`config.mk`:
```
export PLATFORM = sky130hd
export DESIGN_NAME = acrm_merge
export DESIGN_NICKNAME = d
export VERILOG_FILES = /design/src/rtl/acrm_pkg.sv /design/src/rtl/acrm_merge.sv
export SDC_FILE = /design/constraint.sdc
export NUM_CORES = 2
export LEC_CHECK = 0
export BUFFER_PORTS_ARGS = -buffer_cell sky130_fd_sc_hd__buf_2
export CAP_MARGIN = 20
export CORE_MARGIN = 10
export CORE_UTILIZATION = 60
export CTS_BUF_LIST = sky130_fd_sc_hd__clkbuf_16
export CTS_CLUSTER_SIZE = 28
export DETAILED_ROUTE_END_ITERATION = 7
export GPL_TIMING_DRIVEN = 0
export PLACE_DENSITY = 0.86
export REMOVE_ABC_BUFFERS = 1
export SLEW_MARGIN = 20
export SYNTH_ARGS = -nofsm -noshare
export SYNTH_HDL_FRONTEND = slang
export SYNTH_SLANG_ARGS = --single-unit
```
`constraint.sdc`:
```
create_clock -name clk -period 18.9 [get_ports clk]
set_input_delay 2.835 -clock clk [delete_from_list [all_inputs] [get_ports clk]]
set_output_delay 2.835 -clock clk [all_outputs]
set_load 0.01 [all_outputs]
```
`src/rtl/acrm_pkg.sv`:
```
// Shared types, constants and register codes for the audio channel remap mixer.
// No dependencies; every other file of the block imports this package.
`default_nettype none
package acrm_pkg;

	localparam int CHANNELS         = 9;
	localparam int SAMPLE_BITS_DEF  = 16;
	localparam int SLOT_W           = 4;
	localparam int MAP_W            = CHANNELS * SLOT_W;
	localparam int CH_CNT_W         = 4;
	localparam int CNT_W            = $clog2(CHANNELS + 1);
	localparam int CFG_IDX_W        = 2;
	localparam int CFG_DATA_W       = MAP_W;

	typedef enum logic [CFG_IDX_W-1:0] {
		REG_CHANNEL_MAP = 2'd0,
		REG_NORMALIZE   = 2'd1,
		REG_IN_COUNT    = 2'd2,
		REG_OUT_COUNT   = 2'd3
	} reg_idx_t;

	// Per-lane routing control: keep the sample, its output slot, its divisor.
	typedef struct packed {
		logic              keep;
		logic [SLOT_W-1:0] slot;
		logic [CNT_W-1:0]  div;
	} lane_ctl_t;

	// Identity routing: input i goes to slot i.
	function automatic logic [MAP_W-1:0] map_reset();
		logic [MAP_W-1:0] m;
		m = '0;
		for (int i = 0; i < CHANNELS; i++) begin
			m[i*SLOT_W +: SLOT_W] = SLOT_W'(i);
		end
		return m;
	endfunction

endpackage
`default_nettype wire

```
`src/rtl/acrm_merge.sv`:
```
// Merging stage: adds every kept lane into its output slot and registers the mix.
// Depends on acrm_pkg.
`default_nettype none
module acrm_merge
	import acrm_pkg::*;
#(
	parameter int SAMPLE_BITS = SAMPLE_BITS_DEF
) (
	input  wire logic                          clk,
	input  wire logic                          adv,
	input  wire logic signed [SAMPLE_BITS-1:0] lane_val [CHANNELS],
	input  wire lane_ctl_t                     lane_ctl [CHANNELS],
	output logic signed [SAMPLE_BITS-1:0]      mix_q [CHANNELS]
);

	logic signed [SAMPLE_BITS-1:0] sum [CHANNELS];

	// Sums wrap at the sample width.
	always_comb begin
		for (int j = 0; j < CHANNELS; j++) begin
			sum[j] = '0;
			for (int i = 0; i < CHANNELS; i++) begin
				if (lane_ctl[i].keep && (lane_ctl[i].slot == SLOT_W'(j))) begin
					sum[j] = sum[j] + lane_val[i];
				end
			end
		end
	end

	always_ff @(posedge clk) begin
		if (adv) begin
			mix_q <= sum;
		end
	end

endmodule
`default_nettype wire

```
==> results.md <==
- Status: finished, final reports clean
- Initial antenna violation count: 29
- Largest register FFs: ~140
- Pre-Repair DR Iteration Count: 6
- Setup TNS: 0 ps
- Initial drt markers: 8940
- Most frequent cells in the layout: 1107 x ha_1, 893 x nand2_1, 846 x nor2_1
- Synth top area share: 0.205
- Setup bufs post-CTS: 0
- Regs by FF count: mix_q: 144 flops
- Synth async-reset ratio: 0
- Top Layer Used: met5
- Seq cells post-synth: roughly 140
- Critical Path Source Type: input pin
- Routed wire per std cell: around 23 um
- Slowest cell on crit path: or4_1
- Syn Std Cell Area: ~68000 um^2
- Hold Vio Cnt, Final: 0
- Final Wtd Congestion: 1.02
- Crit path max fanout: 15
- Gr ovfl total: 0
- Final Power: around 2.4 mW
- Starting Density: 0.603
- Layout fillers: about 9900
- Placeable Area: about 110000 um^2
- Syn avg cell area: between 7 and 8 um^2
- Synth Warn #: 0
- Total Die Area: between 100000 and 150000 um^2
- Std-Cell Rows: between 100 and 150
- Critical Path AT: 17310 ps
- Die height: roughly 360 um
- Most used cell along the critical path: ha_1
- Max-cap violations: 0
- Most common cell after layout, fill and taps aside: ha_1
- Minimum clock period: about 17000 ps
- Area of the multi-input gates: 60700 um^2
- Actual slew at the worst max-slew pin: 1100 ps
- I/O pin cnt: 371
- Area grow syn2layout: 6.26%
- Synth unique cells: about 100
- Vias/cell: 6.73
- LEAKAGE: around 35 nW
- Layout cells sized above 1: 0.0976
- Setup Viol. Count Final: 0
- Critical path class: in2reg
- Antenna-violating nets left: 0
- Post-synth EDFFs: between 100 and 150
- Sequential cell area: roughly 4300 um^2
- Nets: between 10000 and 15000
- Critical Path RT: about 19000 ps
- CTS Buffer Depth: 3
- Root Driver: clkbuf_16
- Area leader, netlist: ha_1
- Sequential-to-total area share from yosys stat: 0.0640
- Period utilisation layout: 0.902
- Total GRT Usage: 0.379
- Top reg by flops: mix_q
- Port bufs: about 330
- Detail Route met2 WL: 105000 um
- Max_slew headroom: 0.266
- RSZ-0062 raised after global routing: no
- Final wirelength: between 200000 and 300000 um
- Fin. max-slew vios: 0
- First-pass GRT wire length: about 380000 um
- CTS tree: yes
- Met1 WL: between 100000 and 150000 um
- Resized cells post-CTS: 0
- Pwr Density: between 30 and 40 nW/um^2
- Synth Flop Type: edfxtp_1
- DR WL met3: approximately 28000 um
- Clock sink count: ~140
- Mapped Cells: 9314
- HPWL after DPL: approximately 210000 um
- Setup crit end kind: register
- Fmax: 0.0586 GHz
- Max incr delay on CP: approximately 550 ps
- Top cells by area, synth: ha_1 20%, xnor2_1 6.6%, edfxtp_1 6.4%, a21oi_1 5.3%, nand2_1 5.0%
- Total clock buffers created by CTS: 25
- Hold Buf Count CTS: 0
- Remaining routing DRC violations: 0
- Die width: 356 um
- Pin count of the biggest net entering global routing: approximately 110
- Worst hold path class: in2reg
- H-tree depth: 4
- Vias in the first global route: 66500
- Via count: between 70000 and 80000
- Worst-path clk slew: around 60 ps
- Worst vdd ir: a little over 90 uV
==> Yosys cell counts (all sizes together), types with 226 or more instances <==
| library cell | instances |
|---|---|
| a21o | 310 |
| a21oi | 716 |
| clkbuf | 226 |
| ha | 1107 |
| inv | 516 |
| mux2 | 286 |
| nand2 | 894 |
| nand3 | 255 |
| nor2 | 861 |
| nor3 | 286 |
| o21ai | 640 |
| xnor2 | 506 |
| xor2 | 281 |
==> report_power, final <==
group	internal (mW)	switching, mW	leakage (nW)	total, mW
Clock	0.248	0.143	0.348	0.391
Combinational	0.646	0.998	33.0	1.64
Sequential	0.394	0.00992	1.38	0.404
Total	1.29	1.15	34.7	2.44
==> critical path, delay by kind of cell <==
kind / cells / cell delay (ps)
buf+inv: 6 / 920
fa+ha+maj: 10 / 3180
simple gates: 16 / 3770
mux: 4 / 1040
compound gates: 16 / 3910
xor+xnor: 9 / 1640
==> area by class of cell <==
| cell class | instances | share of cell area |
|---|---|---|
| Antenna cell | 8 | 0.000279 |
| Clock buffer | 25 | 0.00871 |
| Clock inverter | 8 | 0.000871 |
| Inverter | 519 | 0.0271 |
| Multi-Input combinational cell | 8401 | 0.846 |
| Sequential cell | 144 | 0.0602 |
| Tap cell | 1500 | 0.0261 |
| Timing Repair Buffer | 408 | 0.0312 |
==> cells by family after synthesis <==
group                      count (synthesis)  synth area share
buffers and inverters                    769            0.0431
DFF                                      144            0.0640
adders and majority gates               1189             0.228
xor gates and xnor gates                 802             0.107
muxes                                    369            0.0600
AOI/OAI and AO/OA                       2838             0.272
and+or+nand+nor                         3203             0.226
==> worst paths after layout <==
path                startpoint  slack (ps)         to  depth (start not counted)
setup / recovery  lane_ctl[79]        1850  mix_q[63]                         61
hold / removal             adv        2700  mix_q[77]                          1
==> metal layers <==
| metal | vias to the layer above | global-route usage |
|---|---|---|
| li1 | 34600 | - |
| met1 | 34200 | 0.501 |
| met2 | 4310 | 0.574 |
| met3 | 1010 | 0.0514 |
| met4 | 34 | 0.244 |
| met5 | - | 0 |
==> metrics by stage <==
stage	hold slack, ps	setup WS, ps	instance area (um^2)	instances	utilization
floorplan	2950	4280	66600	9064	-
global placement	3250	1140	70200	10900	0.626
detailed placement	3230	1850	71100	11000	0.634
CTS	2700	2280	71800	11000	0.640
global route	2710	1310	71800	11000	0.640
finish	2700	1850	71800	11000	0.640
(Power assumes the default switching activity.)
