[config.mk]
export PLATFORM = sky130hd
export DESIGN_NAME = acrm_lane
export DESIGN_NICKNAME = d
export VERILOG_FILES = /design/src/rtl/acrm_pkg.sv /design/src/rtl/acrm_lane.sv
export SDC_FILE = /design/constraint.sdc
export NUM_CORES = 1
export LEC_CHECK = 0
export BUFFER_PORTS_ARGS = -buffer_cell sky130_fd_sc_hd__buf_2
export CAP_MARGIN = 20
export CORE_AREA = 2 2 188 190
export CTS_BUF_LIST = sky130_fd_sc_hd__clkbuf_16
export DETAILED_ROUTE_END_ITERATION = 12
export DIE_AREA = 0 0 190 192
export HOLD_SLACK_MARGIN = 0.03
export PLACE_DENSITY = 0.5
export SETUP_SLACK_MARGIN = 0.15
export SKIP_LAST_GASP = 1
export SYNTH_ARGS = -nofsm -noshare
export SYNTH_HDL_FRONTEND = slang
export SYNTH_SLANG_ARGS = --single-unit
export TNS_END_PERCENT = 50
[constraint.sdc]
create_clock -name clk -period 6.6 [get_ports clk]
set_input_delay 1.65 -clock clk [delete_from_list [all_inputs] [get_ports clk]]
set_output_delay 1.65 -clock clk [all_outputs]
set_load 0.02 [all_outputs]
[src/rtl/acrm_pkg.sv]
// Shared types, constants and register codes for the audio channel remap mixer.
// No dependencies; every other file of the block imports this package.
`default_nettype none
package acrm_pkg;

	localparam int CHANNELS         = 9;
	localparam int SAMPLE_BITS_DEF  = 16;
	localparam int SLOT_W           = 4;
	localparam int MAP_W            = CHANNELS * SLOT_W;
	localparam int CH_CNT_W         = 4;
	localparam int CNT_W            = $clog2(CHANNELS + 1);
	localparam int CFG_IDX_W        = 2;
	localparam int CFG_DATA_W       = MAP_W;

	typedef enum logic [CFG_IDX_W-1:0] {
		REG_CHANNEL_MAP = 2'd0,
		REG_NORMALIZE   = 2'd1,
		REG_IN_COUNT    = 2'd2,
		REG_OUT_COUNT   = 2'd3
	} reg_idx_t;

	// Per-lane routing control: keep the sample, its output slot, its divisor.
	typedef struct packed {
		logic              keep;
		logic [SLOT_W-1:0] slot;
		logic [CNT_W-1:0]  div;
	} lane_ctl_t;

	// Identity routing: input i goes to slot i.
	function automatic logic [MAP_W-1:0] map_reset();
		logic [MAP_W-1:0] m;
		m = '0;
		for (int i = 0; i < CHANNELS; i++) begin
			m[i*SLOT_W +: SLOT_W] = SLOT_W'(i);
		end
		return m;
	endfunction

endpackage
`default_nettype wire

[src/rtl/acrm_lane.sv]
// One processing lane: magnitude, divide by the slot count through a reciprocal
// multiply, restore the sign. Depends on acrm_pkg.
`default_nettype none
module acrm_lane
	import acrm_pkg::*;
#(
	parameter int SAMPLE_BITS = SAMPLE_BITS_DEF
) (
	input  wire logic                          clk,
	input  wire logic                          adv1,
	input  wire logic                          adv2,
	input  wire logic signed [SAMPLE_BITS-1:0] sample,
	input  wire lane_ctl_t                     ctl,
	output lane_ctl_t                          ctl_out,
	output logic signed [SAMPLE_BITS-1:0]      val
);

	// Exact for every magnitude up to 2^(SAMPLE_BITS-1) and divisors up to 9.
	localparam int K = SAMPLE_BITS + 3;

	logic [K:0]             recip_tab [CHANNELS+1];
	logic [SAMPLE_BITS-1:0] abs_s1;
	logic                   neg_s1;
	lane_ctl_t              ctl_s1;
	logic [SAMPLE_BITS+K:0] prod_s2;
	logic                   neg_s2;
	lane_ctl_t              ctl_s2;
	logic [SAMPLE_BITS-1:0] quo;

	for (genvar g = 0; g <= CHANNELS; g++) begin : g_recip
		localparam longint unsigned RECIP =
			((64'd1 << K) + 64'(g) - 64'd1) / (64'(g) + ((g == 0) ? 64'd1 : 64'd0));
		assign recip_tab[g] = RECIP[K:0];
	end

	always_ff @(posedge clk) begin
		if (adv1) begin
			neg_s1 <= sample[SAMPLE_BITS-1];
			abs_s1 <= sample[SAMPLE_BITS-1] ? (~sample + 1'b1) : sample;
			ctl_s1 <= ctl;
		end
	end

	always_ff @(posedge clk) begin
		if (adv2) begin
			prod_s2 <= abs_s1 * recip_tab[ctl_s1.div];
			neg_s2  <= neg_s1;
			ctl_s2  <= ctl_s1;
		end
	end

	assign quo     = prod_s2[K +: SAMPLE_BITS];
	assign val     = neg_s2 ? $signed(SAMPLE_BITS'(-quo)) : $signed(quo);
	assign ctl_out = ctl_s2;

endmodule
`default_nettype wire

==> results of run 1 <==
-- cell families (layout without fill, tap and decap cells) --
kind of cell / after synthesis / in the layout / share of synthesized area, %
AOI/OAI and AO/OA: 141 / 141 / 7.83
xor gates and xnor gates: 47 / 47 / 3.28
adders and majority gates: 356 / 356 / 50.3
buffers and inverters: 360 / 557 / 10.9
DFF: 52 / 52 / 12.4
muxes: 1 / 1 / 0.120
and+or+nand+nor: 394 / 394 / 15.1
-- cell type report --
type,count,area (um2)
Multi-Input combinational cell,939,10300
Sequential cell,52,1560
Inverter,310,1160
Timing Repair Buffer,239,1830
Clock inverter,3,26.3
Clock buffer,5,125
Tap cell,455,569
Fill cell,3331,18800
-- final timing paths --
kind | from | endpoint | slack (ns) | cells past startpoint
hold / removal | ctl_s1[4]$_DFFE_PP_ | ctl_out[4]$_DFFE_PP_ | 0.43 | 0
setup reg to reg | ctl_s1[0]$_DFFE_PP_ | prod_s2[32]$_DFFE_PP_ | -0.1 | 26
hold reg to reg | ctl_s1[4]$_DFFE_PP_ | ctl_out[4]$_DFFE_PP_ | 0.43 | 0
setup / recovery | ctl_s1[0]$_DFFE_PP_ | prod_s2[32]$_DFFE_PP_ | -0.1 | 26
-- metal layers --
layer | vias to the layer above | part of all wire (%)
li1 | 4534 | -
met3 | 36 | 3.7
met2 | 240 | 49
met4 | 0 | 1.8
met5 | - | 0
met1 | 4895 | 46
-- cell usage in the layout (no fill, tap or decap), types with 6 or more instances in the layout --
| master | n |
|---|---|
| inv_1 | 297 |
| nand2_2 | 8 |
| o21bai_1 | 6 |
| buf_6 | 13 |
| o31ai_1 | 6 |
| inv_2 | 13 |
| a21oi_1 | 25 |
| edfxtp_1 | 52 |
| buf_2 | 52 |
| xnor2_1 | 33 |
| o21ai_0 | 13 |
| nor2_1 | 17 |
| xor2_1 | 13 |
| nand4_1 | 11 |
| o21ai_1 | 6 |
| a21o_1 | 22 |
| ha_1 | 93 |
| fa_1 | 232 |
| nand2_1 | 197 |
| and2_1 | 95 |
| and2_4 | 9 |
| a21oi_2 | 8 |
| ha_4 | 14 |
| nand2b_1 | 6 |
| buf_4 | 163 |
| fa_2 | 16 |
| buf_12 | 7 |
| nand3_1 | 8 |
-- registers in the layout (all words and copies together), names as in the netlist --
| name | count |
|---|---|
| abs_s1 | 16 |
| prod_s2 | 16 |
| ctl_out | 9 |
| ctl_s1 | 9 |
| neg_s1 | 1 |
| neg_s2 | 1 |
-- what timing repair did --
item                                    in CTS  in global routing
pin swaps                                   25                 45
gates resized for setup                     53                 86
gates cloned                                 0                  1
endpoints found under the setup margin      16                 16
buffers inserted                             7                 21
hold buffers                                 0                  0
-- critical path: stages, from the launching register on --
cell,delay (ns)
edfxtp_1,0.40
inv_2,0.10
ha_4,0.21
or2_4,0.24
a21boi_4,0.15
o21ai_2,0.13
buf_6,0.14
buf_12,0.13
buf_8,0.11
nand2_4,0.05
fa_1,0.52
inv_2,0.04
fa_2,0.47
fa_2,0.58
fa_2,0.45
fa_2,0.53
inv_1,0.05
fa_1,0.50
inv_2,0.05
ha_4,0.29
nand4_1,0.17
nor4_2,0.30
nand4_1,0.14
o211ai_2,0.28
nor3_2,0.08
o31ai_2,0.21
xor2_1,0.11
-- stage by stage --
step	setup TNS, ns	area (um2)	hold WS, ns	util (%)
finish	-0.179	15500	0.427	45.3
detailed placement	-3.34	14600	0.408	42.6
global route	-3.71	15500	0.443	45.3
global placement	-3.55	14600	0.403	42.6
CTS	-0.401	15000	0.429	43.8
floorplan	0	12700	0.400	-
==> metrics.txt, run 1 <==
status complete, but fails checks; failing checks setup timing; GRT met3 Usage 1.32%; Hold Fails Final Rpt 0; CTS sink cnt 52; f_max 149 MHz; Ys Warns 0; Period minus WS final 6.70 ns; WS Path Type reg2reg; initial antenna violation count 0; Synth cell types 60; vias in the first global route 10600; Final Non-Filler Cells 2003; largest net degree at the start of global routing 27; worst skew pair latency 0.29 ns; Setup Skew 0.00616 ns; RSZ-0062 raised after global routing true; prevailing post-synth register cell edfxtp_1; DR DRC count 0; first-pass GRT wire length 59100 um; Worst Path Arrival 6.74 ns; Vias 9705; ys async rst share 0%; vias per cell 4.85; Placed Cells incl. Taps 1966; FP Rows 68; Mean Syn Cell Area 9.29 um2; CTS max path bufs 2; Yosys top cell by area fa_1; Initial Util 36.6%; Global Route Usage Sum 21.2%; Required @ worst endpoint 6.64 ns; Area growth syn-to-layout 23.8%; drt first pass iters 5; total congestion overflow 0; startpoint types flip-flop; Die Wd 190 um; Seq/Total Area, Yosys 12.4%; CTS clk-pin slew, worst paths 0.07 ns; worst slack at placement -0.318 ns; DP HPWL 30800 um; most common cell in the synthesized netlist inv_1; Most Crowded Layer GR met2; final setup violation count 4; met1 Track Usage GR 29.2%; antenna viol nets, final 0; Die ar. 36500 um2; Final Max Slew Viols 0; core area 34300 um2; synth cell count leaders inv_1, fa_1, nand2_1, ha_1, and2_1; maxcap violations 0; antenna cells 0; Seq cells post-synth 52; TritonCTS clock tree yes; share of the synthesized area in the top cell type 39.6%; Post-Syn Area 12500 um2; hold crit path type reg2reg; TritonCTS buffer count 5; Avg WL per Cell 18.2 um; number of port buffers 52; syn_nets 1735; Detailed Route Iter0 Violations 510; Slew HR 45.5%; final RePlAce weighted congestion 0.880; layout cells sized above 1 24.0%; Synth area leaders fa_1, edfxtp_1, ha_1; final worst-path cycle share 101%; Tightest Pin Transition 0.818 ns; IO Pins 53; PnR worst setup slack -0.0984 ns; Post-synth EDFFs 52; die span in y 192 um; Post-Route WL 36500 um; Post-Syn Instances 1351; CTS H-tree depth 2; grt met2 use 37.0%; Root Driver clkbuf_16; fin nets 1931; worst-path maximum fanout 8; Crit. End Element flip-flop
Power of run 1 is not shown: default switching activity piles up to over one toggle a cycle in this logic, so the estimate is an artifact.
==> inputs of run 2 (changes only) <==
- CTS_BUF_LIST: sky130_fd_sc_hd__clkbuf_16 -> sky130_fd_sc_hd__clkbuf_4
==> run 2 against run 1 <==
Compared with the run above:
- the flow still finishes with violations (setup timing)
- critical path depth unchanged
- via count fell by 0.43%
- first-iteration DRC count grew 4.7%
- worst setup slack gained 0.0075 ns
- routed wire length decreased by 0.25%
- register-to-register slack barely moved
- design area decreased by 0.39%
- count of clock-buffer cells in the layout did not move
- clock skew rose by 0.0050 ns
- fmax rose by 0.11%
- critical path type unchanged
==> metrics.txt, run 2 (same netlist as run 1, synthesis figures left out) <==
DP Area 14600 um2 (unchanged); wire length on met1 16800 um (+0.57%); most frequent CP cell fa_2; Vias 9663 (-0.43%); drt first pass iters 5 (unchanged); Finished Cell Area 15500 um2 (-0.39%); antenna viol nets, final 0 (unchanged); worst skew pair latency 0.39 ns (+0.10 ns); Global Route Usage Sum 21.2% (about the same); CTS sink cnt 52 (unchanged); IO Pins 53 (unchanged); most frequent cells in the layout inv_1, fa_1, nand2_1; fin nets 1932 (+0.052%); PnR worst setup slack -0.0909 ns (+0.00754 ns); DP HPWL 30800 um (unchanged); Final Non-Filler Cells 2005 (+0.10%); worst-path maximum fanout 8 (unchanged); vias per cell 4.82 (-0.53%); Setup Skew 0.0111 ns (+0.00497 ns); Tightest Pin Transition 0.813 ns (-0.00452 ns); Worst Path Arrival 6.85 ns (+0.11 ns); hold crit path type reg2reg; final setup violation count 7 (+3); final hold slack 0.445 ns (+0.0182 ns); number of port buffers 52 (unchanged); f_max 149 MHz (+0.11%); initial antenna violation count 1 (+1); slowest CP cell fa_2; TritonCTS clock tree yes; startpoint types flip-flop; final worst-path cycle share 101% (-0.11 points); Avg WL per Cell 18.2 um (-0.35%); final RePlAce weighted congestion 0.880 (unchanged); Final Max Slew Viols 0 (unchanged); total congestion overflow 0 (unchanged); Die ar. 36500 um2 (unchanged); die span in y 192 um (unchanged); Fillers 3345 (+0.42%); Area growth syn-to-layout 23.3%; TritonCTS buffer count 5 (unchanged); highest metal used met4; failing checks setup timing; Largest regs abs_s1 (16), prod_s2 (16); Slew HR 45.8% (+0.30 points); hold_buf cts 0 (unchanged); vias in the first global route 10600 (+0.057%); RSZ-0062 raised after global routing true; FP Rows 68 (unchanged); Detailed Route Iter0 Violations 534 (+4.7%); Crit. End Element flip-flop; Hold Fails Final Rpt 0 (unchanged); crit-path max cell delay 0.58 ns (about the same); largest net degree at the start of global routing 27 (unchanged); Placed Cells incl. Taps 1966 (unchanged); commonest non-fill, non-tap cell in the layout inv_1; DR DRC count 0 (unchanged); met3 wire len 1300 um (-5.1%); Required @ worst endpoint 6.76 ns (+0.12 ns); Period minus WS final 6.69 ns (-0.00754 ns); Root Driver clkbuf_4; first-pass GRT wire length 59200 um (about the same); maxcap violations 0 (unchanged); CTS H-tree depth 2 (unchanged); Post-Route WL 36400 um (-0.25%); status complete, but fails checks; core area 34300 um2 (unchanged); CTS max path bufs 2 (unchanged); layout cells sized above 1 24.1% (+0.11 points); Initial Util 36.6% (unchanged); WS Path Type reg2reg; CTS clk-pin slew, worst paths 0.16 ns (+0.09 ns); Routed met2 length 17600 um (-1.1%); Die Wd 190 um (unchanged)
run 2: cell types whose count changed in the layout (fill, tap and decap cells not counted), sizes merged:
| cell | change |
|---|---|
| buf | +1 |
| diode | +1 |
run 2: critical path, delay by kind of cell, from the launching register on:
kind	cells	cell delay, ns
adders and majority gates	8	3.55
and+or+nand+nor	6	1.00
AOI/OAI and AO/OA	4	0.77
buffers and inverters	7	0.61
DFF	1	0.43
xor gates and xnor gates	1	0.11
run 2: what timing repair did:
action                     CTS  global route
setup endpoints to repair   16            16
gates cloned                 0             1
buffers inserted             7            22
pin swaps                   24            51
resized for setup           52            91
run 2: area by class of cell:
cell class	instances	area, um2	share of cell area [%]
Clock inverter	3	26.3	0.170
Tap cell	455	569	3.68
Inverter	310	1160	7.52
Sequential cell	52	1560	10.1
Timing Repair Buffer	240	1860	12.0
Multi-Input combinational cell	939	10200	66.2
Clock buffer	5	37.5	0.243
Antenna cell	1	2.50	0.0162
run 2: metrics by stage:
stage / utilization (%) / TNS, ns / setup WS [ns]
final: 45.1 / -0.315 / -0.0909
after global routing: 45.1 / -4.09 / -0.367
after CTS: 43.6 / -0.438 / -0.141
after detailed placement: 42.6 / -3.34 / -0.318
after global placement: 42.6 / -3.55 / -0.298
after floorplan: - / 0 / 0.130
run 2: per-layer routing:
layer  track usage (%)  vias to the layer above
li1                  -                     4542
met1              29.2                     4869
met2              37.0                      216
met3              1.32                       36
met4              4.38                        0
met5                 0                        -
run 2: worst paths after layout:
kind | startpoint | end | slack, ns | depth (start not counted)
max | ctl_s1[0]$_DFFE_PP_ | prod_s2[32]$_DFFE_PP_ | -0.09 | 26
min | ctl_s1[4]$_DFFE_PP_ | ctl_out[4]$_DFFE_PP_ | 0.44 | 0
min reg2reg | ctl_s1[4]$_DFFE_PP_ | ctl_out[4]$_DFFE_PP_ | 0.44 | 0
max reg2reg | ctl_s1[0]$_DFFE_PP_ | prod_s2[32]$_DFFE_PP_ | -0.09 | 26
Power of run 2 is left out for the same reason.
==> inputs of run 3 (changes only) <==
- CORE_AREA: 2 2 188 190 -> 2 2 148 150
- DIE_AREA: 0 0 190 192 -> 0 0 150 152
- PLACE_DENSITY: 0.5 -> 0.76
==> run 3 against run 2 <==
Compared with the run above:
- the flow still finishes with violations (setup timing)
- via count is 2.0% higher
- utilization increased by 23 points
- first-iteration DRC count increased by 33%
- global-route usage grew 9.7 points
- critical path depth fell by 1
- highest routed layer unchanged
==> metrics.txt, run 3 (same netlist as run 1, synthesis figures left out) <==
hold_buf cts 0 (unchanged); Final Max Slew Viols 0 (unchanged); layout cells sized above 1 19.6% (-4.6 points); total congestion overflow 0 (unchanged); slowest CP cell fa_1; f_max 148 MHz (-0.80%); commonest non-fill, non-tap cell in the layout inv_1; failing checks setup timing; Global Route Usage Sum 31.0% (+9.7 points); status complete, but fails checks; number of port buffers 52 (unchanged); worst skew pair latency 0.41 ns (+0.02 ns); PnR worst setup slack -0.145 ns (-0.0543 ns); internal reg-to-reg setup slack -0.15 ns (-0.05 ns); CTS clk-pin slew, worst paths 0.16 ns (about the same); Hold Fails Final Rpt 0 (unchanged); FF-to-FF Start ctl_s1[3]$_DFFE_PP_; DP HPWL 27100 um (-12%); hold crit path type reg2reg; Detailed Route Iter0 Violations 709 (+33%); worst-path maximum fanout 7 (-1); RSZ-0062 raised after global routing true; maxcap violations 0 (unchanged); Worst Path Arrival 6.89 ns (+0.04 ns); Setup Skew 0.0330 ns (+0.0219 ns); final worst-path cycle share 102% (+0.82 points); Die Wd 150 um (-21%); drt first pass iters 5 (unchanged); IO Pins 53 (unchanged); Period minus WS final 6.75 ns (+0.0543 ns); DR DRC count 0 (unchanged); Post-Route WL 32900 um (-9.6%); die span in y 152 um (-21%); Slew HR 42.2% (-3.6 points); Root Driver clkbuf_4; Initial Util 58.8% (+22 points); vias in the first global route 10800 (+1.7%); FP Rows 54 (-21%); Fillers 1680 (-50%); Tightest Pin Transition 0.868 ns (+0.0544 ns); most frequent cells in the layout inv_1, fa_1, nand2_1; fin nets 1884 (-2.5%); TritonCTS buffer count 5 (unchanged); initial antenna violation count 0 (-1); Die ar. 22800 um2 (-38%); Largest regs abs_s1 (16), prod_s2 (16); final hold slack 0.441 ns (-0.00364 ns); antenna cells 0 (-1); TritonCTS clock tree yes; first-pass GRT wire length 54600 um (-7.8%); core area 21400 um2 (-38%); most frequent CP cell fa_1; Vias 9854 (+2.0%); Crit. Startpoint ctl_s1[3]$_DFFE_PP_; largest net degree at the start of global routing 27 (unchanged); reg-to-reg endpoint prod_s2[28]$_DFFE_PP_; vias per cell 5.53 (+15%); crit-path max cell delay 0.57 ns (about the same); R2R cell count 25 (-3.8%); final RePlAce weighted congestion 0.942 (+7.0%); CTS sink cnt 52 (unchanged); Area growth syn-to-layout 16.4%; Required @ worst endpoint 6.74 ns (-0.02 ns); WS Path Type reg2reg; Avg WL per Cell 18.5 um (+1.8%); startpoint types flip-flop; CTS H-tree depth 2 (unchanged); Final Util 68.4% (+23 points); Setup crit end prod_s2[28]$_DFFE_PP_; antenna viol nets, final 0 (unchanged); Crit. End Element flip-flop; CTS max path bufs 2 (unchanged); final setup violation count 14 (+7)
==> run 3: layout make-up <==
| type | count | area, um2 | share of cell area, % |
|---|---|---|---|
| clock buffer | 5 | 37.5 | 0.257 |
| clock inverter | 3 | 26.3 | 0.180 |
| inverter | 310 | 1160 | 7.97 |
| multi-input combinational | 939 | 10000 | 68.7 |
| sequential | 52 | 1560 | 10.7 |
| tap | 280 | 350 | 2.40 |
| timing repair buffer | 192 | 1430 | 9.76 |
==> run 3: worst max-delay path: cells and delay by family (launching register included) <==
kind	cells	cell delay (ns)
compound gates	3	0.71
xor+xnor	1	0.17
fa+ha+maj	7	3.26
buf+inv	8	0.80
flops	1	0.53
simple gates	6	1.00
==> run 3: stage by stage <==
stage	worst slack, ns	instances	cell area [um2]	setup TNS [ns]
detailed placement	-0.182	1752	14000	-1.83
CTS	-0.149	1771	14300	-0.484
floorplan	0.130	1351	12700	0
global placement	-0.0866	1752	14000	-0.640
finish	-0.145	1781	14600	-0.914
global route	-0.374	1781	14600	-4.18
==> run 3: what timing repair did <==
action,in CTS,in global routing
gates cloned,1,1
pin swaps,21,37
buffers inserted,10,9
endpoints found under the setup margin,16,16
resized for setup,40,55
==> run 3: worst min-delay path by stage <==
stage,endpoint,start,depth (start not counted)
final,ctl_out[5]$_DFFE_PP_,ctl_s1[5]$_DFFE_PP_,0
after global routing,ctl_out[4]$_DFFE_PP_,ctl_s1[4]$_DFFE_PP_,0
after CTS,ctl_out[8]$_DFFE_PP_,ctl_s1[8]$_DFFE_PP_,0
after detailed placement,ctl_out[5]$_DFFE_PP_,ctl_s1[5]$_DFFE_PP_,0
after global placement,ctl_out[8]$_DFFE_PP_,ctl_s1[8]$_DFFE_PP_,0
after floorplan,ctl_out[4]$_DFFE_PP_,ctl_s1[4]$_DFFE_PP_,0
==> run 3: layer usage <==
metal / global-route usage, % / up-vias / wire length, um
li1: - / 4432 / -
met1: 43.3 / 4896 / 13300
met2: 50.8 / 444 / 15800
met3: 2.58 / 82 / 2360
met4: 11.4 / 0 / 1430
met5: 0 / - / 0
Power of run 3 is left out for the same reason.
